## src/rtl/owbs_ram.sv

```systemverilog
// Generic single-port-write, single-port-read RAM with registered read data.
// No dependencies.
module owbs_ram #(
    parameter int WIDTH  = 64,
    parameter int DEPTH  = 7,
    parameter int ADDR_W = (DEPTH > 1) ? $clog2(DEPTH) : 1
) (
    input  logic              i_clk,
    input  logic              i_we,
    input  logic [ADDR_W-1:0] i_waddr,
    input  logic [WIDTH-1:0]  i_wdata,
    input  logic [ADDR_W-1:0] i_raddr,
    output logic [WIDTH-1:0]  o_rdata
);

    logic [WIDTH-1:0] r_mem [DEPTH];

    always_ff @(posedge i_clk) begin
        if (i_we) begin
            r_mem[i_waddr] <= i_wdata;
        end
        o_rdata <= r_mem[i_raddr];
    end

endmodule

```

## config.mk

```make
export PLATFORM = sky130hd
export DESIGN_NAME = owbs_ram
export DESIGN_NICKNAME = d
export VERILOG_FILES = /design/src/rtl/owbs_ram.sv
export SDC_FILE = /design/constraint.sdc
export NUM_CORES = 1
export LEC_CHECK = 0
export ABC_AREA = 1
export BUFFER_PORTS_ARGS = -buffer_cell sky130_fd_sc_hd__buf_2
export CAP_MARGIN = 40
export CORE_MARGIN = 4
export CORE_UTILIZATION = 54
export DETAILED_ROUTE_END_ITERATION = 6
export PLACE_DENSITY_LB_ADDON = 0.3
export RECOVER_POWER = 25
export SLEW_MARGIN = 40
export SYNTH_ARGS = -nofsm -noshare
export SYNTH_HDL_FRONTEND = slang
export SYNTH_SLANG_ARGS = --single-unit
```

## constraint.sdc

```tcl
create_clock -name i_clk -period 13.7 [get_ports i_clk]
set_clock_uncertainty 0.2 [all_clocks]
set_input_delay 1.37 -clock i_clk [delete_from_list [all_inputs] [get_ports i_clk]]
set_output_delay 1.37 -clock i_clk [all_outputs]
set_load 0.02 [all_outputs]
```

# --- Word level (Yosys, flattened, before mapping) ---
# Memories as Yosys holds them, arrays and structs flattened. A register that Yosys moved wholly into a read port is not among the register bits.
# Cells that the tools add are included.
totals:
  regBits: 0
  ram_bits: 448
  inputBits: 72
  output_inout_bits: 64
  elab_cells: 3
  memories: 1
op_classes:
  n_mux: 2
mem_list:
  columns: ["name", "depth", "word_bits", "read_ports", "rd_ports_with_merged_regs", "write_ports", "line_no", "text"]
  rows:
  - ["r_mem", 7, 64, 1, 1, 1, "16", "logic [WIDTH-1:0] r_mem [DEPTH];"]
ops:
  columns: ["cell", "count"]
  rows:
  - ["1-bit two-way mux", 2]

# --- Logic depth before layout (Yosys ltp) ---
# Gate-level depths: netlist of the first run.
logic_depth:
  depth_word: 2
  depth_mapped: 8
  mapped_depth_nobuf: 6

# --- Worst setup path before layout of the first run ---
# Ideal clock, no wire load.
synth_timing:
  kind: "input to register"
  startpoint: "input i_waddr[0]"
  endpoint: "memory r_mem[6][0], enable pin"
  setup_ns: 0.565
  t_arrival_ns: 5.841
  t_required_ns: 12.935
  path_slack_ns: 7.094
  cell_stages: 3
  path_buffers: 0
  cell_sequence: "inv_1 -> nand2_1 -> nor3_1"
synth_rtl:
  columns: ["item", "line_no", "text"]
  rows:
  - ["from (decl)", "10", "input logic [ADDR_W-1:0] i_waddr,"]
  - ["to (decl)", "16", null]
# Straight into the memory's write port.

==> flow_summary_export.csv, run 1 <==
group,metric,value,unit
outcome,status,"finished clean",
power_and_ir_drop,p_int,2.61,mW
grt,grt_usage,20.2,%
power_and_ir_drop,power_density,146,nW/um^2
floorplan,die-area,40200,sq um
final_layout,final_util,62.2,%
grt,antenna_found_initial,6,
synthesis,synth_cell_types,15,
placement,port_buffers,135,
critical_path,reg2reg_from,"r_mem[6][5]$_DFFE_PP_",
critical_path,critPathKind,"in2reg",
critical_path,cp-endpoint,"o_rdata[48]$_DFF_P_",
power_and_ir_drop,p_comb_share,6.5,%
final_layout,nets,1973,
floorplan,core_area,36600,sq um
cts,clock_latency,0.57,ns
grt,grt_pass1_wl,64.7,mm
critical_path,worst_r2r_path_depth,3,
critical_path,critPathRequiredTime,14.00,ns
cts,h-tree-depth,2,
cts,cts_max_path_buffers,3,
grt,gr-max-usage-layer,"met2",
cts,clkTransAtPathRegs,0.06,ns
power_and_ir_drop,vdd_drop_max,0.000109,V
synthesis,avgSynthCellArea,11.3,sq um
routing,vias,12316,
final_layout,drive_above_1_share,11.5,%
timing,rsz0062_at_grt,"false",
synthesis,yosysTopAreaCell,"edfxtp_1",
critical_path,reg2reg_slack,12.54,ns
final_layout,areaGrowthSynthToFinish,13.8,%
cts,cts_tree,"built",
synthesis,ys_ff_latch,512,
placement,dp_hpwl,21.6,mm
cts,cts_resized,0,
routing,drtIter0Drc,842,
job,drv_cap,0,
grt,gr-usage-met3,4.23,%
power_and_ir_drop,p_leak,9.59,nW
grt,met1_usage,25.9,%
timing,fin_crit,3.54,ns
cts,cts_sinks,512,
critical_path,reg2reg_to,"o_rdata[5]$_DFF_P_",
synthesis,yosysSeqAreaShare,73.6,%
critical_path,crit_start,"i_raddr[0]",
synthesis,synth_nets,1849,
cts,cts_setup_buffers,0,
critical_path,cp-start-kind,"input pin",
floorplan,io_pins,136,
power_and_ir_drop,power_frac_clock,40.1,%
timing,final-hold-violation-count,0,
critical_path,worst-path-buf-inv,3,
synthesis,ys_warn_count,0,
critical_path,end_kind,"flop",
placement,routabilityCongestion,0.725,
power_and_ir_drop,switching_share,21.6,%
final_layout,fin_area,22800,sq um
power_and_ir_drop,seq_power_share,53.5,%
synthesis,synth_cells,1777,
critical_path,cpPeakStageDelay,0.72,ns
timing,setup_viol_count_final,0,
critical_path,cp.depth,7,
grt,overflow,0,
min_path,min_path_type,"reg2reg",
routing,wl,41.1,mm
grt,grt_max_degree,108,
placement,place_area,21200,sq um
placement,dpl.cell_count,2315,
synthesis,synth_area,20000,sq um
routing,dr.pass1.iters,5,
timing,finalSetupTns,0,ns
final_layout,fin_cells,2413,
synthesis,netlist.area_leader.share,67.2,%
power_and_ir_drop,switching_power,719,uW
critical_path,cp_max_fo,107,
timing,fmax,282,MHz
floorplan,row_count,70,
grt,grt_pass1_vias,12262,
critical_path,cp.arrival,3.84,ns
timing,tightestPinTransition,0.898,ns
final_layout,mostFrequentLayoutCell,"nand2_1",
timing,period_share,25.9,%
cts,cts_buffers,51,
grt,met2_usage,34.6,%
timing,maxSlewHeadroom,40.1,%
floorplan,dieHeight,201,microns
min_path,hp-start,"r_mem[4][55]$_DFFE_PP_",
cts,root_buffer,"clkbuf_16",
final_layout,final_cell_mix,"nand2_1 (592), edfxtp_1 (448), inv_1 (259), nand3_1 (245), buf_2 (92)",
critical_path,cp_slowest_cell,"inv_6",
routing,wl_per_cell,17.1,microns
critical_path,critPathTopFamily,"buffers and inverters",
floorplan,die_w,201,microns
synthesis,ys_top_cells_by_area,"edfxtp_1 (67%), nand2_1 (11%), dfxtp_1 (6.4%), nand3_1 (6.1%), inv_1 (4.9%)",
routing,ant_nets,0,
timing,drv_slew,0,
floorplan,start_util,54.7,%
routing,remaining_drc_errors,0,
cts,cts_hold_buffers,0,
critical_path,path_cells,"clkbuf_8 -> inv_6 -> buf_6 -> nand2_1 -> nand3_1 -> nand3_1 -> nand2_1",
routing,vias_per_cell,5.10,
## how the worst min path moves through the flow
stage | to | slack, ns | cells past startpoint
finish | o_rdata[55]$_DFF_P_ | 0.35 | 4
global route | o_rdata[55]$_DFF_P_ | 0.38 | 4
CTS | o_rdata[55]$_DFF_P_ | 0.35 | 4
detailed placement | o_rdata[30]$_DFF_P_ | 0.33 | 4
global placement | o_rdata[30]$_DFF_P_ | 0.32 | 4
floorplan | o_rdata[13]$_DFF_P_ | 0.31 | 4
## through the flow
step	hold WS [ns]	setup WS, ns	power (mW)
final	0.346	10.16	3.33
after global routing	0.376	10.02	3.45
after CTS	0.350	10.37	3.35
after detailed placement	0.332	9.76	2.03
after global placement	0.324	9.53	2.02
after floorplan	0.312	7.09	1.94
## metal layers
layer  vias to the layer above  routed length (microns)
met5                         -                       37
met2                       364                    20200
met4                         4                      928
met1                      5875                    17300
met3                        76                     2590
li1                       5997                        -
## power groups by stage
stage / clock, mW / sequential, mW / combinational, mW
after global placement: 0 / 1.81 / 0.210
after global routing: 1.42 / 1.78 / 0.241
after detailed placement: 0 / 1.81 / 0.217
after CTS: 1.36 / 1.78 / 0.218
after floorplan: 0 / 1.83 / 0.110
final: 1.33 / 1.78 / 0.215
## synth_stat cells
master and n:
nand2_1 592, edfxtp_1 448, inv_1 260, nand3_1 245
buf_2 65, dfxtp_1 64, nor2_1 28, or2_1 26
or2_2 26, clkbuf_1 15, buf_1 3, inv_2 2
buf_6 1, nor3_1 1, or2_0 1
## sequential cells by signal, indices dropped and copies added, names as in the netlist
name / cells
r_mem: 448
o_rdata: 64
## worst min-delay path, stage by stage, from the launching register on
cell      delay, ns
edfxtp_1       0.32
nand2_1        0.05
nand3_1        0.06
nand2_1        0.04
nand2_1        0.05
## cell families after synthesis
family | synth area share, %
and+or+nand+nor | 19.4
buffers and inverters | 6.93
DFF | 73.6
## cell type report
class	instances	area, sq um
multi-input combinational	919	3940
fill	2827	13800
antenna	4	10.0
inverter	262	995
clock inverter	16	131
clock buffer	77	1490
timing repair buffer	155	883
tap	468	586
sequential	512	14700
(Power assumes the default switching activity.)
==> inputs of run 2 (changes only) <==
--- a/config.mk
+++ b/config.mk
@@ -5,7 +5,7 @@
 export SDC_FILE = /design/constraint.sdc
 export NUM_CORES = 1
 export LEC_CHECK = 0
-export ABC_AREA = 1
+export ABC_AREA = 0
 export BUFFER_PORTS_ARGS = -buffer_cell sky130_fd_sc_hd__buf_2
 export CAP_MARGIN = 40
 export CORE_MARGIN = 4
==> constraint.sdc (replaced) <==
create_clock -name i_clk -period 3.68 [get_ports i_clk]
set_clock_uncertainty 0.2 [all_clocks]
set_input_delay 0.368 -clock i_clk [delete_from_list [all_inputs] [get_ports i_clk]]
set_output_delay 0.368 -clock i_clk [all_outputs]
set_load 0.02 [all_outputs]
==> flow_summary_export.csv, run 2 <==
group,metric,value,unit
final_layout,areaGrowthSynthToFinish,17.4,%
routing,remaining_drc_errors,0,
grt,grt_usage,18.5,%
critical_path,path_cells,"buf_4 -> or2b_4 -> buf_4 -> o221ai_2",
routing,vias,9254,
floorplan,start_util,54.9,%
timing,final-hold-violation-count,0,
synthesis,synth_common_cells,"edfxtp_1 (448), mux2i_1 (128), nand2b_1 (67), dfxtp_1 (64)",
timing,fmax,557,MHz
cts,clkTransAtPathRegs,0.06,ns
cts,cts_hold_buffers,64,
synthesis,ys_top_cells_by_area,"edfxtp_1 (69%), dfxtp_1 (6.5%), mux2i_1 (6.5%), mux2_4 (4.6%), o221ai_2 (4.6%)",
grt,overflow,0,
routing,route.met3.wl,1.47,mm
floorplan,dieHeight,198,microns
timing,rsz0062_at_grt,"false",
placement,dp_worst_setup_slack,1.31,ns
timing,drv_slew,0,
synthesis,yosysSeqAreaShare,75.3,%
synthesis,avgSynthCellArea,20.2,sq um
power_and_ir_drop,vdd_drop_max,0.000417,V
critical_path,cp.arrival,2.02,ns
critical_path,cpPeakStageDelay,0.82,ns
cts,cts_tree,"built",
critical_path,critPathKind,"in2reg",
final_layout,reg.largest.list,"r_mem: 448 flops, o_rdata: 64 flops",
final_layout,final_cell_mix,"edfxtp_1 (448), mux2i_1 (128), buf_2 (91), nand2b_1 (67)",
timing,period_share,48.8,%
final_layout,largest_reg_flops,448,
critical_path,cp-start-kind,"input pin",
timing,tightestPinTransition,0.820,ns
floorplan,die_w,198,microns
cts,clock_latency,0.55,ns
cts,root_buffer,"clkbuf_16",
timing,fin_crit,1.80,ns
floorplan,row_count,69,
synthesis,synth_cell_types,21,
timing,layout_setup_ws,1.88,ns
placement,port_buffers,135,
final_layout,nFillCells,2452,
critical_path,reg2reg_to,"o_rdata[11]$_DFF_P_",
synthesis,synth_cells,967,
grt,grt_pass1_wl,55.8,mm
routing,vias_per_cell,5.50,
routing,ant_nets,0,
grt,antenna_found_initial,2,
min_path,min_path_type,"in2reg",
final_layout,mostFrequentLayoutCell,"edfxtp_1",
critical_path,worst_r2r_path_depth,3,
power_and_ir_drop,p_leak,8.08,nW
placement,routabilityCongestion,0.715,
synthesis,synth_nets,1039,
routing,drtIter0Drc,453,
cts,cts_setup_buffers,0,
critical_path,end_kind,"flop",
job,drv_cap,0,
timing,setup_viol_count_final,0,
critical_path,critPathTopFamily,"simple AND/OR/NAND/NOR gates",
grt,grt_max_degree,76,
synthesis,synth-edff-count,448,
routing,drt-met1-wl,15.4,mm
cts,cts_resized,0,
synthesis,ys_ff_latch,512,
critical_path,crit_start,"i_raddr[0]",
critical_path,cp_slowest_cell,"or2b_4",
routing,dr.pass1.iters,4,
synthesis,yosysTopAreaCell,"edfxtp_1",
critical_path,reg2reg_slack,2.38,ns
floorplan,io_pins,136,
placement,dp_hpwl,18.8,mm
synthesis,ys_warn_count,0,
power_and_ir_drop,power,12.5,mW
outcome,status,"finished clean",
critical_path,cp_max_fo,37,
final_layout,fin_area,23000,sq um
min_path,hp-start,"i_raddr[1]",
routing,wl_per_cell,21.6,microns
final_layout,drive_above_1_share,30.8,%
floorplan,die-area,39400,sq um
critical_path,worst-path-buf-inv,2,
routing,dr_wl_met2,18.8,mm
synthesis,netlist.area_leader.share,68.7,%
min_path,whs_endpoint,"o_rdata[19]$_DFF_P_",
cts,cts_max_path_buffers,3,
final_layout,largest-register,"r_mem",
grt,grt_pass1_vias,9634,
power_and_ir_drop,power_density,542,nW/um^2
routing,wl,36.4,mm
timing,maxSlewHeadroom,45.3,%
critical_path,critPathRequiredTime,3.90,ns
min_path,min_path_cells,3,
cts,h-tree-depth,2,
synthesis,synth_area,19600,sq um
synthesis,synth_ff_type,"edfxtp_1",
cts,cts_buffers,49,
critical_path,reg2reg_from,"r_mem[2][11]$_DFFE_PP_",
cts,cts_sinks,512,
placement,place_area,20800,sq um
synthesis,synth-async-reset-ratio,0,%
synthesis,yosysMostFrequentCell,"edfxtp_1",
critical_path,critPathMostFrequentCell,"buf_4",
floorplan,core_area,35700,sq um
final_layout,nets,1252,
routing,highest_layer,"met4",
-- run 2: worst min-delay path: stages --
cell and delay (ns):
buf_4 0.19, o211ai_2 0.09, o221ai_2 0.08
-- run 2: power by group --
| part | internal (mW) | total, mW | switching (mW) |
|---|---|---|---|
| sequential | 6.56 | 6.63 | 0.0723 |
| combinational | 0.352 | 0.869 | 0.517 |
| clock | 2.99 | 4.95 | 1.97 |
| total | 9.89 | 12.5 | 2.56 |
-- run 2: cells by family after synthesis --
logic type             Yosys count  synth area share [%]
multiplexers                   192                  11.4
AND/OR/NAND/NOR                 78                  2.40
AO/OA/AOI/OAI                  128                  8.77
flip-flops                     512                  75.3
buffers and inverters           57                  2.21
-- run 2: worst max path at each step --
stage | end | slack (ns) | cells past startpoint
global placement | o_rdata[62]$_DFF_P_ | 1.33 | 4
finish | o_rdata[62]$_DFF_P_ | 1.88 | 4
detailed placement | o_rdata[62]$_DFF_P_ | 1.31 | 4
CTS | o_rdata[62]$_DFF_P_ | 1.90 | 4
global route | o_rdata[51]$_DFF_P_ | 1.83 | 4
floorplan | r_mem[6][0]$_DFFE_PP_ | -0.27 | 2
-- run 2: metal layers --
metal	GRT usage [%]	up-vias
li1	-	4330
met1	24.3	4700
met2	32.2	168
met3	3.24	56
met4	5.07	0
met5	0	-
-- run 2: cell type report --
| class | instances | area, sq um | area share (%) |
|---|---|---|---|
| repair buffers | 219 | 1560 | 6.78 |
| well taps | 461 | 577 | 2.51 |
| multi-input cells | 398 | 4480 | 19.5 |
| flip-flops and latches | 512 | 14700 | 64.1 |
| clock inverters | 15 | 173 | 0.751 |
| diodes | 2 | 5.00 | 0.0218 |
| clock buffers | 77 | 1450 | 6.33 |
-- run 2: per-stage QoR --
step / cells / util, % / TNS (ns) / hold slack, ns
after global routing: 1684 / 64.5 / 0 / 0.0249
after detailed placement: 1526 / 58.2 / 0 / 0.346
after floorplan: 967 / - / -52.59 / 0.267
final: 1684 / 64.5 / 0 / 0.0343
after global placement: 1526 / 58.2 / 0 / 0.328
after CTS: 1682 / 64.6 / 0 / 0.0160
==> inputs of run 3 (changes only) <==
--- a/config.mk
+++ b/config.mk
@@ -5,7 +5,7 @@
 export SDC_FILE = /design/constraint.sdc
 export NUM_CORES = 1
 export LEC_CHECK = 0
-export ABC_AREA = 0
+export ABC_AREA = 1
 export BUFFER_PORTS_ARGS = -buffer_cell sky130_fd_sc_hd__buf_2
 export CAP_MARGIN = 40
 export CORE_MARGIN = 4
==> constraint.sdc (replaced) <==
create_clock -name i_clk -period 1.5 [get_ports i_clk]
set_clock_uncertainty 0.2 [all_clocks]
set_input_delay 0.15 -clock i_clk [delete_from_list [all_inputs] [get_ports i_clk]]
set_output_delay 0.15 -clock i_clk [all_outputs]
set_load 0.02 [all_outputs]
==> flow_summary_export.csv, run 3 (same netlist as run 1, synthesis figures left out) <==
group,metric,value,unit
routing,vias,12882,
timing,setup_viol_count_final,0,
critical_path,cp.arrival,1.11,ns
critical_path,cp_max_fo,1,
outcome,status,"finished clean",
final_layout,reg.largest.list,"r_mem: 448 flops, o_rdata: 64 flops",
timing,final-hold-violation-count,0,
power_and_ir_drop,vdd_drop_max,0.00101,V
timing,period_share,97.1,%
grt,grt_pass1_vias,13029,
power_and_ir_drop,p_comb_share,7.4,%
floorplan,die-area,40200,sq um
critical_path,critPathTopFamily,"flip-flops",
timing,fmax,687,MHz
grt,grt_pass1_wl,69.5,mm
power_and_ir_drop,power_frac_clock,41.5,%
cts,cts_buffers,50,
placement,port_buffers,135,
critical_path,cp_slowest_cell,"dfxtp_1",
cts,h-tree-depth,2,
routing,drtIter0Drc,986,
critical_path,path_cells,"buf_2",
floorplan,die_w,201,microns
routing,remaining_drc_errors,0,
power_and_ir_drop,switching_share,21.9,%
critical_path,worst-path-buf-inv,1,
final_layout,areaGrowthSynthToFinish,21.3,%
timing,hold_ws,0.0398,ns
timing,layout_setup_ws,0.0437,ns
power_and_ir_drop,switching_power,6.95,mW
critical_path,cp-start-kind,"flop",
critical_path,critPathKind,"reg2out",
final_layout,final_cell_mix,"nand2_1 (587), edfxtp_1 (448), inv_1 (257), nand3_1 (245), buf_2 (80)",
final_layout,largest-register,"r_mem",
cts,cts_max_path_buffers,3,
power_and_ir_drop,seq_power_share,51.1,%
grt,grt_max_degree,65,
timing,tightestPinTransition,0.462,ns
timing,drv_slew,0,
floorplan,core_area,36600,sq um
placement,dp_worst_setup_slack,-0.160,ns
floorplan,io_pins,136,
floorplan,row_count,70,
job,drv_cap,0,
cts,root_buffer,"clkbuf_16",
grt,antenna_found_initial,1,
placement,dp_hpwl,24.7,mm
cts,clkTransAtPathRegs,0.06,ns
placement,routabilityCongestion,0.771,
routing,wl_per_cell,17.4,microns
grt,grt_usage,21.5,%
min_path,min_path_type,"in2reg",
routing,wl,43.7,mm
critical_path,end_kind,"output port",
cts,clock_latency,0.59,ns
final_layout,nets,2076,
timing,rsz0062_at_grt,"false",
critical_path,critPathRequiredTime,1.15,ns
floorplan,dieHeight,201,microns
final_layout,drive_above_1_share,13.9,%
routing,dr.pass1.iters,5,
routing,vias_per_cell,5.12,
power_and_ir_drop,p_leak,10.2,nW
power_and_ir_drop,power_density,1310,nW/um^2
routing,ant_nets,0,
critical_path,cpPeakStageDelay,0.34,ns
grt,overflow,0,
cts,cts_tree,"built",
final_layout,largest_reg_flops,448,
timing,fin_crit,1.46,ns
final_layout,mostFrequentLayoutCell,"nand2_1",
cts,cts_sinks,512,
timing,maxSlewHeadroom,69.2,%
floorplan,start_util,54.7,%
power_and_ir_drop,p_int,24.8,mW
run 3: path summary, 6_finish.rpt:
kind                          start                endpoint  slack, ns  depth (start not counted)
min                            i_we  r_mem[0][25]$_DFFE_PP_       0.04                          4
max reg2reg  r_mem[6][10]$_DFFE_PP_     o_rdata[10]$_DFF_P_       0.35                          3
min reg2reg   r_mem[6][4]$_DFFE_PP_      o_rdata[4]$_DFF_P_       0.36                          3
max             o_rdata[19]$_DFF_P_             o_rdata[19]       0.04                          1
run 3: power by group through the flow:
stage	clock network (mW)	registers (mW)	logic [mW]
floorplan	0	16.7	1.03
global placement	0	16.5	2.14
detailed placement	0	16.5	2.19
CTS	13.4	16.2	2.37
global route	14.0	16.3	2.60
finish	13.2	16.2	2.35
run 3: repair_timing:
action,4_1_cts,5_1_grt
gates resized for setup,15,6
setup buffers,0,2
gates cloned,0,2
hold buffers,68,0
endpoints found under the setup margin,9,34
pin swaps,0,1
endpoints found under the hold margin,510,0
run 3: cell type report:
type / instances / area (sq um)
Timing Repair Buffer: 259 / 2200
Multi-Input combinational cell: 919 / 3980
Tap cell: 468 / 586
Clock buffer: 62 / 1340
Antenna cell: 1 / 2.50
Fill cell: 2605 / 12300
Clock inverter: 32 / 412
Inverter: 262 / 1010
Sequential cell: 512 / 14700
run 3: tightest hold or removal path, delay by kind of cell:
kind	cells	cell delay, ns
and+or+nand+nor	2	0.14
buffers and inverters	2	0.32
run 3: metrics by stage:
| step | instances | total power, mW | setup TNS, ns | utilization (%) | instance area [sq um] |
|---|---|---|---|---|---|
| finish | 2515 | 31.8 | 0 | 66.3 | 24300 |
| global route | 2515 | 32.9 | 0 | 66.3 | 24300 |
| CTS | 2511 | 32.0 | 0 | 66.2 | 24200 |
| detailed placement | 2349 | 18.7 | -28.16 | 59.5 | 21800 |
| global placement | 2349 | 18.7 | -24.32 | 59.5 | 21800 |
| floorplan | 1777 | 17.8 | -232.46 | - | 20100 |
run 3: metal layers:
metal	track usage [%]	share of wire [%]	vias up
met4	6.93	2.5	0
li1	-	-	6204
met3	4.15	5.7	81
met1	27.7	42	6213
met5	0	0	-
met2	37.1	50	384
