## config.mk

```make
export PLATFORM = sky130hd
export DESIGN_NAME = owbs_div
export DESIGN_NICKNAME = d
export VERILOG_FILES = /design/src/rtl/owbs_pkg.sv /design/src/rtl/owbs_div.sv
export SDC_FILE = /design/constraint.sdc
export NUM_CORES = 1
export LEC_CHECK = 0
export ABC_CLOCK_PERIOD_IN_PS = 4600
export BUFFER_PORTS_ARGS = -buffer_cell sky130_fd_sc_hd__buf_4
export CORE_ASPECT_RATIO = 0.6
export CORE_UTILIZATION = 45
export DETAILED_ROUTE_END_ITERATION = 10
export MAX_ROUTING_LAYER = met4
export SLEW_MARGIN = 15
export SYNTH_ARGS = -nofsm -noshare
export SYNTH_HDL_FRONTEND = slang
export SYNTH_SLANG_ARGS = --single-unit
```

## constraint.sdc

```tcl
create_clock -name i_clk -period 4.6 [get_ports i_clk]
set_input_delay 0.69 -clock i_clk [delete_from_list [all_inputs] [get_ports i_clk]]
set_output_delay 0.69 -clock i_clk [all_outputs]
set_load 0.01 [all_outputs]
```

## src/rtl/owbs_pkg.sv

```systemverilog
// Shared constants for the overlap-weighted box smoother.
// Field widths, register indexes and reset values, divider sizes.
// No dependencies.
package owbs_pkg;

    localparam int FIELD_W    = 16;
    localparam int CFG_W      = 16;
    localparam int CFG_IDX_W  = 2;
    localparam int BOX_W      = 4 * FIELD_W;
    localparam int WINDOW_DEF = 8;

    localparam logic [15:0] ONE_Q14 = 16'd16384;

    // Configuration register indexes
    localparam logic [CFG_IDX_W-1:0] CFG_KNEE_NEAR  = 2'd0;
    localparam logic [CFG_IDX_W-1:0] CFG_LEVEL_NEAR = 2'd1;
    localparam logic [CFG_IDX_W-1:0] CFG_KNEE_FAR   = 2'd2;
    localparam logic [CFG_IDX_W-1:0] CFG_LEVEL_FAR  = 2'd3;

    localparam logic [CFG_W-1:0] RST_KNEE_NEAR  = 16'd4096;
    localparam logic [CFG_W-1:0] RST_LEVEL_NEAR = 16'd8192;
    localparam logic [CFG_W-1:0] RST_KNEE_FAR   = 16'd16384;
    localparam logic [CFG_W-1:0] RST_LEVEL_FAR  = 16'd1638;

    // Shared divider: quotient always below 2^DIV_Q_W
    localparam int DIV_DEN_W = 32;
    localparam int DIV_Q_W   = 17;
    localparam int DIV_NUM_W = DIV_DEN_W + DIV_Q_W - 1;

endpackage

```

## src/rtl/owbs_div.sv

```systemverilog
// Restoring unsigned divider, one quotient bit per cycle.
// Caller guarantees the quotient fits in Q_W bits. Depends on owbs_pkg.
module owbs_div import owbs_pkg::*; #(
    parameter int DEN_W = DIV_DEN_W,
    parameter int Q_W   = DIV_Q_W
) (
    input  logic                 i_clk,
    input  logic                 i_rst_n,
    input  logic                 i_start,
    input  logic [DEN_W+Q_W-2:0] i_num,
    input  logic [DEN_W-1:0]     i_den,
    output logic                 o_done,
    output logic [Q_W-1:0]       o_quot
);

    localparam int NUM_W = DEN_W + Q_W - 1;
    localparam int CNT_W = $clog2(Q_W);
    localparam logic [CNT_W-1:0] LAST_STEP = CNT_W'(Q_W - 1);

    logic             r_busy;
    logic             r_done;
    logic [CNT_W-1:0] r_cnt;
    logic [NUM_W-1:0] r_rem;
    logic [NUM_W-1:0] r_dsh;
    logic [Q_W-1:0]   r_q;
    logic             w_ge;

    assign w_ge   = (r_rem >= r_dsh);
    assign o_done = r_done;
    assign o_quot = r_q;

    always_ff @(posedge i_clk) begin
        if (!i_rst_n) begin
            r_busy <= 1'b0;
            r_done <= 1'b0;
            r_cnt  <= '0;
        end else begin
            r_done <= 1'b0;
            if (i_start) begin
                r_busy <= 1'b1;
                r_cnt  <= '0;
                r_rem  <= i_num;
                r_dsh  <= {i_den, {(Q_W-1){1'b0}}};
            end else if (r_busy) begin
                if (w_ge) begin
                    r_rem <= r_rem - r_dsh;
                end
                r_q   <= {r_q[Q_W-2:0], w_ge};
                r_dsh <= r_dsh >> 1;
                r_cnt <= r_cnt + 1'b1;
                if (r_cnt == LAST_STEP) begin
                    r_busy <= 1'b0;
                    r_done <= 1'b1;
                end
            end
        end
    end

endmodule
```

# --- Word level (Yosys, flattened, before mapping) ---
# Cells that the tools add are included.
word_totals:
  reg_bits: 120
  in_bits: 83
  out_inout_bits: 18
  wordCells: 30
classes:
  addsub: 2
  n_lt_le_gt_ge: 1
  eq_ne: 1
  mux: 9
  n_bitwise: 3
  n_reduce_logical: 7
ops:
  columns: ["operator", "n"]
  rows:
  - ["$mux W48", 5]
  - ["$ge A48 B48 Y1", 1]
  - ["$sub A48 B48 Y48", 1]
  - ["$reduce_and A3 Y1", 2]
  - ["$add A5 B1 Y5 const B", 1]
  - ["$eq A5 B5 Y1 const B", 1]
  - ["$mux W1", 4]
  - ["$reduce_bool A2 Y1", 2]
  - ["$not A1 Y1", 3]
  - ["$reduce_or A3 Y1", 1]
  - ["$reduce_and A2 Y1", 1]
  - ["$reduce_or A2 Y1", 1]

# --- Longest topological paths before layout ---
# Gate-level depths: netlist (run 1).
depth:
  ltp_word: 4
  depth_mapped: 12
  depth_no_buf: 12

# --- Worst setup path before layout (run 1) ---
# OpenSTA, ideal clock, no wires.
synth_path:
  kind: "input-to-reg"
  from: "input i_start"
  to: "register r_rem[0] (enable)"
  setup_ns: 0.409
  arrival_time_ns: 3.344
  required_time_ns: 4.191
  slack_ns: 0.847
  path_stages: 4
  path_cell_list: "buf_1 -> o21ai_0 -> inv_1 -> o21a_1"
synth_via:
  elab_chain_len: 2
  elab_cells_between_ends: 3
  classes_between: "3 x reduce/logical"
synth_lines:
  columns: ["item", "line_no", "text"]
  rows:
  - ["start, declared", "owbs_div.sv:9", "input logic i_start,"]
  - ["$reduce_bool A2 Y1 (no source line)", null, null]
  - ["$reduce_and A3 Y1 (no source line) *", null, null]
  - ["end signal, assigned", "owbs_div.sv:42", "r_rem <= i_num;"]
  - ["end signal, assigned", "owbs_div.sv:46", "r_rem <= r_rem - r_dsh;"]
  - ["end, declared", "owbs_div.sv:23", "logic [NUM_W-1:0] r_rem;"]
# Mark *: on every way between the ends. The rest lies on a longest branch, timed or not.
# A chain may end at the register's enable or synchronous reset.

# --- Final worst setup path (run 1) ---
layout_path:
  from: "register r_dsh[33]"
  to: "register r_rem[17] (enable)"
layout_via:
  elab_chain_len: 3
layout_lines:
  columns: ["item", "line_no", "text"]
  rows:
  - ["start, declared", "owbs_div.sv:24", "logic [NUM_W-1:0] r_dsh;"]
  - ["start signal, assigned", "owbs_div.sv:43", "r_dsh <= {i_den, {(Q_W-1){1'b0}}};"]
  - ["start signal, assigned", "owbs_div.sv:49", "r_dsh <= r_dsh >> 1;"]
  - ["$ge A48 B48 Y1", "owbs_div.sv:28", "assign w_ge = (r_rem >= r_dsh);"]
  - ["via w_ge", "owbs_div.sv:26", "logic w_ge;"]
  - ["$reduce_bool A2 Y1 (no source line)", null, null]
  - ["$reduce_and A3 Y1 (no source line)", null, null]
# The timed path passes the listed nets, and every way through them passes these cells.

==> impl_metrics.json, run 1 <==
{
  "cap_violations": 0,
  "core-area_sq_mm": 0.01640,
  "drive_above_1_share_pct": 16.74,
  "wire_per_inst_um": 16.97,
  "io_buffers": 100,
  "hold_viol_final": 0,
  "cts_made_buffers": 17,
  "avgSynthCellArea_sq_um": 9.416,
  "drt_iter0_drc": 672,
  "maxSlewHeadroom_pct": 44.08,
  "cts_sinks": 120,
  "cts_resized": 0,
  "htree_levels": 4,
  "synth_area_sq_mm": 0.007617,
  "grt_pass1_wl_um": 30450,
  "worstPathRequired_ns": 4.78,
  "ys_seq_area_share_pct": 46.39,
  "synth-async-reset-ratio_pct": 0,
  "post-cts-setup-buffer-count": 0,
  "crit_arrival_ns": 3.89,
  "ios": 101,
  "dieHeight_um": 102.8,
  "power.internal_mw": 2.432,
  "power-per-cell-area_mw_per_mm2": 379.7,
  "initial_core_util_pct": 46.46,
  "cts_tree": "built",
  "layout_commonest_cell": "edfxtp_1",
  "root_buffer": "clkbuf_16",
  "outcome": "complete, no violations",
  "final_max_slew_viol_count": 0,
  "dieArea_sq_mm": 0.01747,
  "cts-hold-fix-buffers": 0,
  "num_vias": 6175,
  "die_w_um": 170.0,
  "seqPwrFrac_pct": 38.1,
  "place_congestion": 0.9091,
  "path_class": "reg2reg",
  "drtAntennaViolNets": 0,
  "final-instance-count-excl-fill": 1136,
  "p_switching_mw": 1.035,
  "wl_um": 19280,
  "syn-num-nets": 943,
  "ir_drop_mv": 0.1792,
  "nNetsFinal": 1029,
  "grt_setup_unrepaired": "false",
  "hold_class": "reg2reg",
  "finalCritPeriodShare_pct": 80.76,
  "insertedDiodeCount": 0,
  "grt_start_max_net_pins": 92,
  "cts_buffer_depth": 2,
  "grt_overflow": 0,
  "total_leakage_power_nw": 3.823,
  "fin_crit_ns": 3.715,
  "tns_ns": 0,
  "cts.reportedPaths.clkPinSlew_ns": 0.06,
  "antenna_found_initial": 0,
  "p_clk_share_pct": 37.6,
  "tightest_slew_ns": 0.8389,
  "final_cell_mix": "edfxtp_1, nand2_1, buf_4, o21ai_0, inv_1",
  "hpwl_um": 14270,
  "via_per_inst": 5.436,
  "grt_pass1_vias": 5694,
  "synthDistinctLibCells": 64,
  "synth-seq-cells": 120,
  "p_comb_share_pct": 24.3,
  "start_kind": "flop",
  "dr.pass1.iters": 5,
  "dp.cells": 1104,
  "grt_use_total_pct": 23.88,
  "drc": 0,
  "r2r_slack_ns": 0.88,
  "skew_ns": 0.005064,
  "area_growth_pct": 19.88,
  "synth_warnings": 0,
  "setup_viol": 0,
  "max_freq_mhz": 269.2,
  "synth-edff-count": 113,
  "p_sw_share_pct": 29.86,
  "rows": 36,
  "synth_flop_cell": "edfxtp_1",
  "clk_latency_ns": 0.42,
  "critPathMaxFanout": 24,
  "synthesis.instances": 809,
  "end_kind": "flop"
}
kinds of logic after synthesis:
family / count (synthesis) / synth area share, %
compound gates: 251 / 20.55
simple gates: 230 / 13.60
flops: 120 / 46.39
buf+inv: 112 / 5.749
fa+ha+maj: 51 / 8.476
xor+xnor: 42 / 4.829
mux: 3 / 0.4106
area by class of cell:
cell class / count / area (sq um)
clock buffer: 23 / 521.8
tap: 228 / 285.3
clock inverter: 9 / 61.31
timing repair buffer: 106 / 808.3
multi-input combinational: 577 / 3647
inverter: 73 / 274.0
fill: 1526 / 7264
sequential: 120 / 3533
critical path, cell delays in order, from the launching register on:
cell	delay (ns)
edfxtp_1	0.37
inv_1	0.09
ha_1	0.29
a21oi_1	0.24
o21bai_1	0.10
a21o_1	0.20
a2111oi_0	0.67
o311ai_0	0.28
a21oi_1	0.20
o211ai_1	0.11
a21o_1	0.20
o21a_2	0.43
buf_12	0.27
through the flow:
| stage | power, mW | setup WS [ns] | instance area (sq um) | util [%] | hold slack (ns) |
|---|---|---|---|---|---|
| after floorplan | 1.930 | 0.8474 | 7617 | - | 0.4707 |
| after global placement | 2.158 | 1.025 | 8548 | 52.14 | 0.4300 |
| after detailed placement | 2.169 | 0.9089 | 8548 | 52.14 | 0.4367 |
| after CTS | 3.477 | 0.9077 | 9131 | 55.69 | 0.4530 |
| after global routing | 3.636 | 0.6541 | 9131 | 55.69 | 0.4605 |
| final | 3.467 | 0.8848 | 9131 | 55.69 | 0.4502 |
flip-flops by register name, indices dropped and copies added, names as in the netlist:
signal / count
r_dsh: 48
r_cnt: 5
r_rem: 48
r_busy: 1
o_done: 1
o_quot: 17
cells in the mapped netlist (3+ instances only):
cell type / number / area (sq um)
xnor2_1: 23 / 201.4
edfxtp_1: 113 / 3393
o21ai_0: 89 / 445.4
nor3_1: 11 / 55.05
and4_1: 3 / 26.28
o21a_1: 8 / 60.06
nor2b_1: 4 / 25.02
nand2_1: 107 / 401.6
o31ai_1: 4 / 30.03
and2_1: 7 / 43.79
dfxtp_1: 7 / 140.1
nand3_1: 13 / 65.06
xor2_1: 19 / 166.4
a31oi_1: 5 / 31.28
o211ai_1: 3 / 22.52
inv_1: 73 / 274.0
o311ai_0: 3 / 26.28
clkbuf_1: 32 / 120.1
and3_1: 7 / 43.79
o21ai_1: 12 / 60.06
buf_1: 3 / 11.26
a21o_1: 23 / 172.7
a21oi_1: 57 / 285.3
o21bai_1: 14 / 105.1
nor2_1: 51 / 191.4
ha_1: 50 / 625.6
nand4_1: 17 / 106.4
path summary, 6_finish.rpt:
check	startpoint	cells past startpoint	endpoint
worst max-delay path	r_dsh[33]	12	r_rem[17]
worst min-delay path	o_quot[5]	0	o_quot[6]
worst max register to register	r_dsh[33]	12	r_rem[17]
worst min register to register	o_quot[5]	0	o_quot[6]
power groups by stage:
stage                     registers (mW)  clock network (mW)  logic [mW]
after CTS                           1.32                1.32       0.834
after global routing                1.33                1.38       0.933
after floorplan                     1.34                   0       0.592
after detailed placement            1.34                   0       0.827
final                               1.32                1.30       0.844
after global placement              1.34                   0       0.818
routing by layer:
metal | track usage [%] | vias to the layer above | wire, um
li1 | - | 3082 | -
met1 | 37.59 | 2914 | 10880
met2 | 29.70 | 169 | 7253
met3 | 4.990 | 10 | 1078
met4 | 6.237 | 0 | 72
met5 | - | - | 0
(Power assumes the default switching activity.)
==> run 2: changes to the inputs <==
- ABC_CLOCK_PERIOD_IN_PS: 4600 -> 3460
- clock period: 4.6 -> 3.46 ns (I/O delays scaled with it)
==> run 2 against run 1 <==
  * Routed wire length grew 1.6%
  * Clock power grew 45%
  * Register-to-register slack lost 0.77 ns
  * Cell count grew 0.35%
  * Hold slack lost 0.070 ns
  * Global-route usage grew 0.15 points
  * Core utilization grew 0.85 points
  * Worst setup slack lost 0.77 ns
  * Non-clock buffer count grew 4
  * Clock skew grew 0.0063 ns
  * Critical endpoint is now r_rem[6]
  * Largest power group is now the clock network
==> impl_metrics.json, run 2 (synthesis results as in run 1) <==
{
  "finalCritPeriodShare_pct": 96.76,
  "final_max_slew_viol_count": 0,
  "placed_area_sq_mm": 0.008596,
  "fin_crit_ns": 3.348,
  "holdWs_ns": 0.3801,
  "place_congestion": 0.8875,
  "hpwl_um": 14400,
  "power-per-cell-area_mw_per_mm2": 516.5,
  "die_w_um": 170.0,
  "max_freq_mhz": 298.7,
  "maxSlewHeadroom_pct": 54.59,
  "grt_overflow": 0,
  "hold_class": "in2reg",
  "hold_path_depth": 3,
  "drc": 0,
  "skew_ns": 0.01134,
  "ir_drop_mv": 0.3494,
  "end_kind": "flop",
  "cts_sinks": 120,
  "grt_pass1_vias": 5821,
  "wire_per_inst_um": 17.19,
  "initial_core_util_pct": 46.46,
  "clk_latency_ns": 0.42,
  "min_from": "i_den[4]",
  "r2r_slack_ns": 0.11,
  "cp_slowest_cell": "edfxtp_1",
  "area_growth_pct": 21.70,
  "ios": 101,
  "grt_use_total_pct": 24.03,
  "hold_viol_final": 0,
  "path_class": "reg2reg",
  "tns_ns": 0,
  "tightest_slew_ns": 0.6802,
  "rows": 36,
  "cap_violations": 0,
  "insertedDiodeCount": 0,
  "dr.pass1.iters": 5,
  "dieArea_sq_mm": 0.01747,
  "total_leakage_power_nw": 3.878,
  "layout_commonest_cell": "edfxtp_1",
  "grt_pass1_wl_um": 31020,
  "min_to": "r_dsh[20]",
  "core-area_sq_mm": 0.01640,
  "cts_made_buffers": 17,
  "grt_start_max_net_pins": 170,
  "crit_chain": "inv_1 -> ha_2 -> a21oi_4 -> o21ai_1 -> a211o_1 -> a311o_1 -> a21o_2 -> a211oi_4 -> o211ai_1 -> a21o_1 -> o21a_2 -> buf_12",
  "worstReg2RegEnd": "r_rem[6]",
  "cts_buffer_depth": 2,
  "rr_worst_depth": 12,
  "cts_tree": "built",
  "drt_iter0_drc": 575,
  "num_vias": 6264,
  "dieHeight_um": 102.8,
  "r2r_start": "r_dsh[17]",
  "drtAntennaViolNets": 0,
  "nNetsFinal": 1033,
  "root_buffer": "clkbuf_16",
  "critical_path.top_delay_family": "compound AO/OA/AOI/OAI gates",
  "via_per_inst": 5.495,
  "wl_um": 19590,
  "power_mw": 4.788,
  "cts.reportedPaths.clkPinSlew_ns": 0.06,
  "outcome": "complete, no violations",
  "max_stage_delay_ns": 0.38,
  "antenna_found_initial": 0,
  "worstPathRequired_ns": 3.62,
  "setup_viol": 0,
  "critPathMaxFanout": 25,
  "final_cell_mix": "edfxtp_1, nand2_1, buf_4, o21ai_0, inv_1",
  "finish.instance_area_sq_mm": 0.009270,
  "crit_arrival_ns": 3.51,
  "start_kind": "flop",
  "drive_above_1_share_pct": 17.76,
  "htree_levels": 4,
  "cp_num_buf_inv": 2,
  "io_buffers": 100,
  "final_util_pct": 56.54
}
## run 2: what timing repair did
item,CTS,global route
setup buffers,0,1
hold buffers,0,0
gates resized for setup,0,8
endpoints found under the setup margin,0,50
## run 2: tightest hold or removal path: stages
cell,delay (ns)
buf_4,0.08
nand2_1,0.04
o21ai_0,0.05
## run 2: worst max-delay path by stage
stage                   start         to  slack, ns  depth (start not counted)
finish              r_dsh[17]   r_rem[6]       0.11                         12
global route        r_dsh[17]   r_rem[6]     -0.007                         12
CTS                 r_rem[16]   r_rem[6]       0.05                         11
detailed placement  r_rem[16]   r_rem[4]       0.08                         11
global placement    r_rem[16]  r_rem[44]       0.17                         10
floorplan            r_dsh[0]   r_rem[0]       0.31                         11
## run 2: metal layers
layer | vias up | routed length [um] | global-route usage (%)
li1 | 3090 | - | -
met1 | 2918 | 10750 | 38.52
met2 | 238 | 7354 | 29.95
met3 | 18 | 1336 | 4.107
met4 | 0 | 148 | 5.821
met5 | - | 0 | -
## run 2: stage by stage
stage / worst slack, ns / cells
3_5_place_dp: 0.07545 / 1107
4_1_cts: 0.05215 / 1139
6_report: 0.1120 / 1140
3_3_place_gp: 0.1651 / 1107
5_1_grt: -0.007047 / 1140
2_1_floorplan: 0.3067 / 809
## run 2: area by class of cell
type,instances,area [sq um]
clock buffer,24,578.1
clock inverter,8,65.06
fill,1477,7126
inverter,73,274.0
multi-input combinational,577,3671
sequential,120,3533
tap,228,285.3
timing repair buffer,110,863.3
## run 2: power by group
group / switching, mW / internal (mW)
registers: 0.0314 / 1.72
logic: 0.691 / 0.461
clock network: 0.699 / 1.18
total: 1.42 / 3.37
==> run 3: changes to the inputs <==
- ABC_CLOCK_PERIOD_IN_PS: 3460 -> 2920
- BUFFER_PORTS_ARGS: -buffer_cell sky130_fd_sc_hd__buf_4 -> not set
- DONT_BUFFER_PORTS: not set -> 1
- clock period: 3.46 -> 2.92 ns (I/O delays scaled with it)
==> run 3 against run 2 <==
  * The flow now finishes with violations (setup timing)
  * Sequential power grew 19%
  * First-iteration DRC count shrank 4.3%
  * Clock-buffer cell count is 2 lower
  * Cell count decreased by 0.26%
  * Final area is 3.8% higher
  * Hold slack worse by 0.18 ns
  * Via count up 1.1%
  * Critical endpoint is now r_rem[25]
  * Largest power group unchanged
==> impl_metrics.json, run 3 (synthesis results as in run 1) <==
{
  "drive_above_1_share_pct": 22.03,
  "clk_latency_ns": 0.42,
  "holdWs_ns": 0.1996,
  "grt_pass1_vias": 5880,
  "cts_tree": "built",
  "area_growth_pct": 26.36,
  "max_freq_mhz": 337.9,
  "io_buffers": 0,
  "final_cell_mix": "edfxtp_1, nand2_1, buf_4, o21ai_0, inv_1",
  "power.internal_mw": 4.085,
  "start_kind": "flop",
  "n_fill_cell": 1435,
  "htree_levels": 4,
  "dp.cells": 1079,
  "fin_crit_ns": 2.959,
  "hold_viol_final": 0,
  "cts_buffer_depth": 2,
  "path_class": "reg2reg",
  "cts_made_buffers": 17,
  "ios": 101,
  "critPathMaxFanout": 8,
  "num_vias": 6335,
  "grtUsageMet2_pct": 31.87,
  "use_met1_pct": 36.87,
  "grt_use_met3_pct": 5.566,
  "cts_sinks": 120,
  "final_max_slew_viol_count": 0,
  "grt_start_max_net_pins": 176,
  "total_leakage_power_nw": 3.902,
  "final-instance-count-excl-fill": 1137,
  "grt_overflow": 0,
  "dieHeight_um": 102.8,
  "final_util_pct": 58.71,
  "tightest_slew_ns": 0.4936,
  "finalCritPeriodShare_pct": 101.3,
  "maxSlewHeadroom_pct": 67.06,
  "worstPathRequired_ns": 3.05,
  "power-per-cell-area_mw_per_mm2": 610.0,
  "cts-hold-fix-buffers": 0,
  "skew_ns": 0.009512,
  "place_congestion": 0.9018,
  "nNetsFinal": 1029,
  "grt_use_total_pct": 24.30,
  "busiest_layer": "met1",
  "outcome": "finished with violations",
  "drt_iter0_drc": 550,
  "ir_drop_mv": 0.3191,
  "layout_commonest_cell": "edfxtp_1",
  "final.setup.worst_slack_ns": -0.03907,
  "drtAntennaViolNets": 0,
  "grt_pass1_wl_um": 31030,
  "setup_viol": 40,
  "tns_ns": -0.6414,
  "wl_um": 20700,
  "via_per_inst": 5.572,
  "p_comb_share_pct": 28.1,
  "p_sw_share_pct": 30.43,
  "hold_class": "in2reg",
  "seqPwrFrac_pct": 35.6,
  "dieArea_sq_mm": 0.01747,
  "p_switching_mw": 1.787,
  "cts.reportedPaths.clkPinSlew_ns": 0.06,
  "grt_setup_unrepaired": "true",
  "root_buffer": "clkbuf_16",
  "drc": 0,
  "core-area_sq_mm": 0.01640,
  "initial_core_util_pct": 46.46,
  "cap_violations": 0,
  "p_clk_share_pct": 36.3,
  "crit_arrival_ns": 3.09,
  "die_w_um": 170.0,
  "rows": 36,
  "hpwl_um": 14380,
  "dr.pass1.iters": 6,
  "wire_per_inst_um": 18.20,
  "antenna_found_initial": 1,
  "violations": "setup timing",
  "end_kind": "flop"
}
## run 3: cell count changes in the layout (fill, tap and decap cells not counted), moves of 5 or more
cell     previous run  this run
a21oi_1            56        48
o21ai_0            88        82
a21oi_4             2         7
inv_2               1         8
buf_4             107        99
ha_1               48        36
inv_1              72        65
ha_4                0        11
## run 3: cell type report
type | count | area [sq um] | area share (%)
Sequential cell | 120 | 3533 | 36.71
Multi-Input combinational cell | 577 | 4035 | 41.92
Inverter | 73 | 274.0 | 2.847
Tap cell | 228 | 285.3 | 2.964
Timing Repair Buffer | 106 | 892.1 | 9.268
Clock inverter | 10 | 75.07 | 0.7799
Antenna cell | 1 | 2.502 | 0.02600
Clock buffer | 22 | 528.0 | 5.486
## run 3: final timing paths
check | startpoint | end | slack, ns | depth (start not counted)
worst max-delay path | r_rem[17] | r_rem[25] | -0.04 | 11
worst min-delay path | i_start | r_busy | 0.20 | 2
worst max register to register | r_rem[17] | r_rem[25] | -0.04 | 11
worst min register to register | o_quot[9] | o_quot[10] | 0.52 | 0
## run 3: through the flow
step | power, mW | area (sq um) | setup slack, ns
after global routing | 6.115 | 9625 | -0.1429
after global placement | 3.475 | 8392 | -0.1081
after CTS | 5.738 | 9263 | -0.02970
after detailed placement | 3.501 | 8392 | -0.1912
final | 5.872 | 9625 | -0.03907
after floorplan | 3.041 | 7625 | -0.03617
## run 3: critical path, stage by stage, from the launching register on
cell       delay [ns]
edfxtp_1         0.41
ha_4             0.32
a21oi_4          0.06
buf_4            0.14
o21a_1           0.15
a2111oi_4        0.39
a21o_2           0.22
a211oi_4         0.06
o211ai_1         0.21
a21o_1           0.17
o21a_4           0.31
clkbuf_16        0.22
## run 3: metal layers
layer  vias to the layer above  part of all wire [%]
li1                       3076                     -
met1                      3009                    53
met2                       231                    40
met3                        19                   6.8
met4                         0                  0.88
met5                         -                     0
## run 3: power by group through the flow
stage	combinational [mW]	sequential, mW	clock (mW)
floorplan	0.935	2.11	0
global route	1.79	2.10	2.23
detailed placement	1.38	2.12	0
finish	1.65	2.09	2.13
global placement	1.36	2.11	0
CTS	1.49	2.09	2.16
## run 3: repair_timing
action / in CTS / in global routing
setup endpoints to repair: 56 / 65
gates resized for setup: 27 / 46
buffers inserted: 14 / 9
gates cloned: 1 / 3
pin swaps: 8 / 17
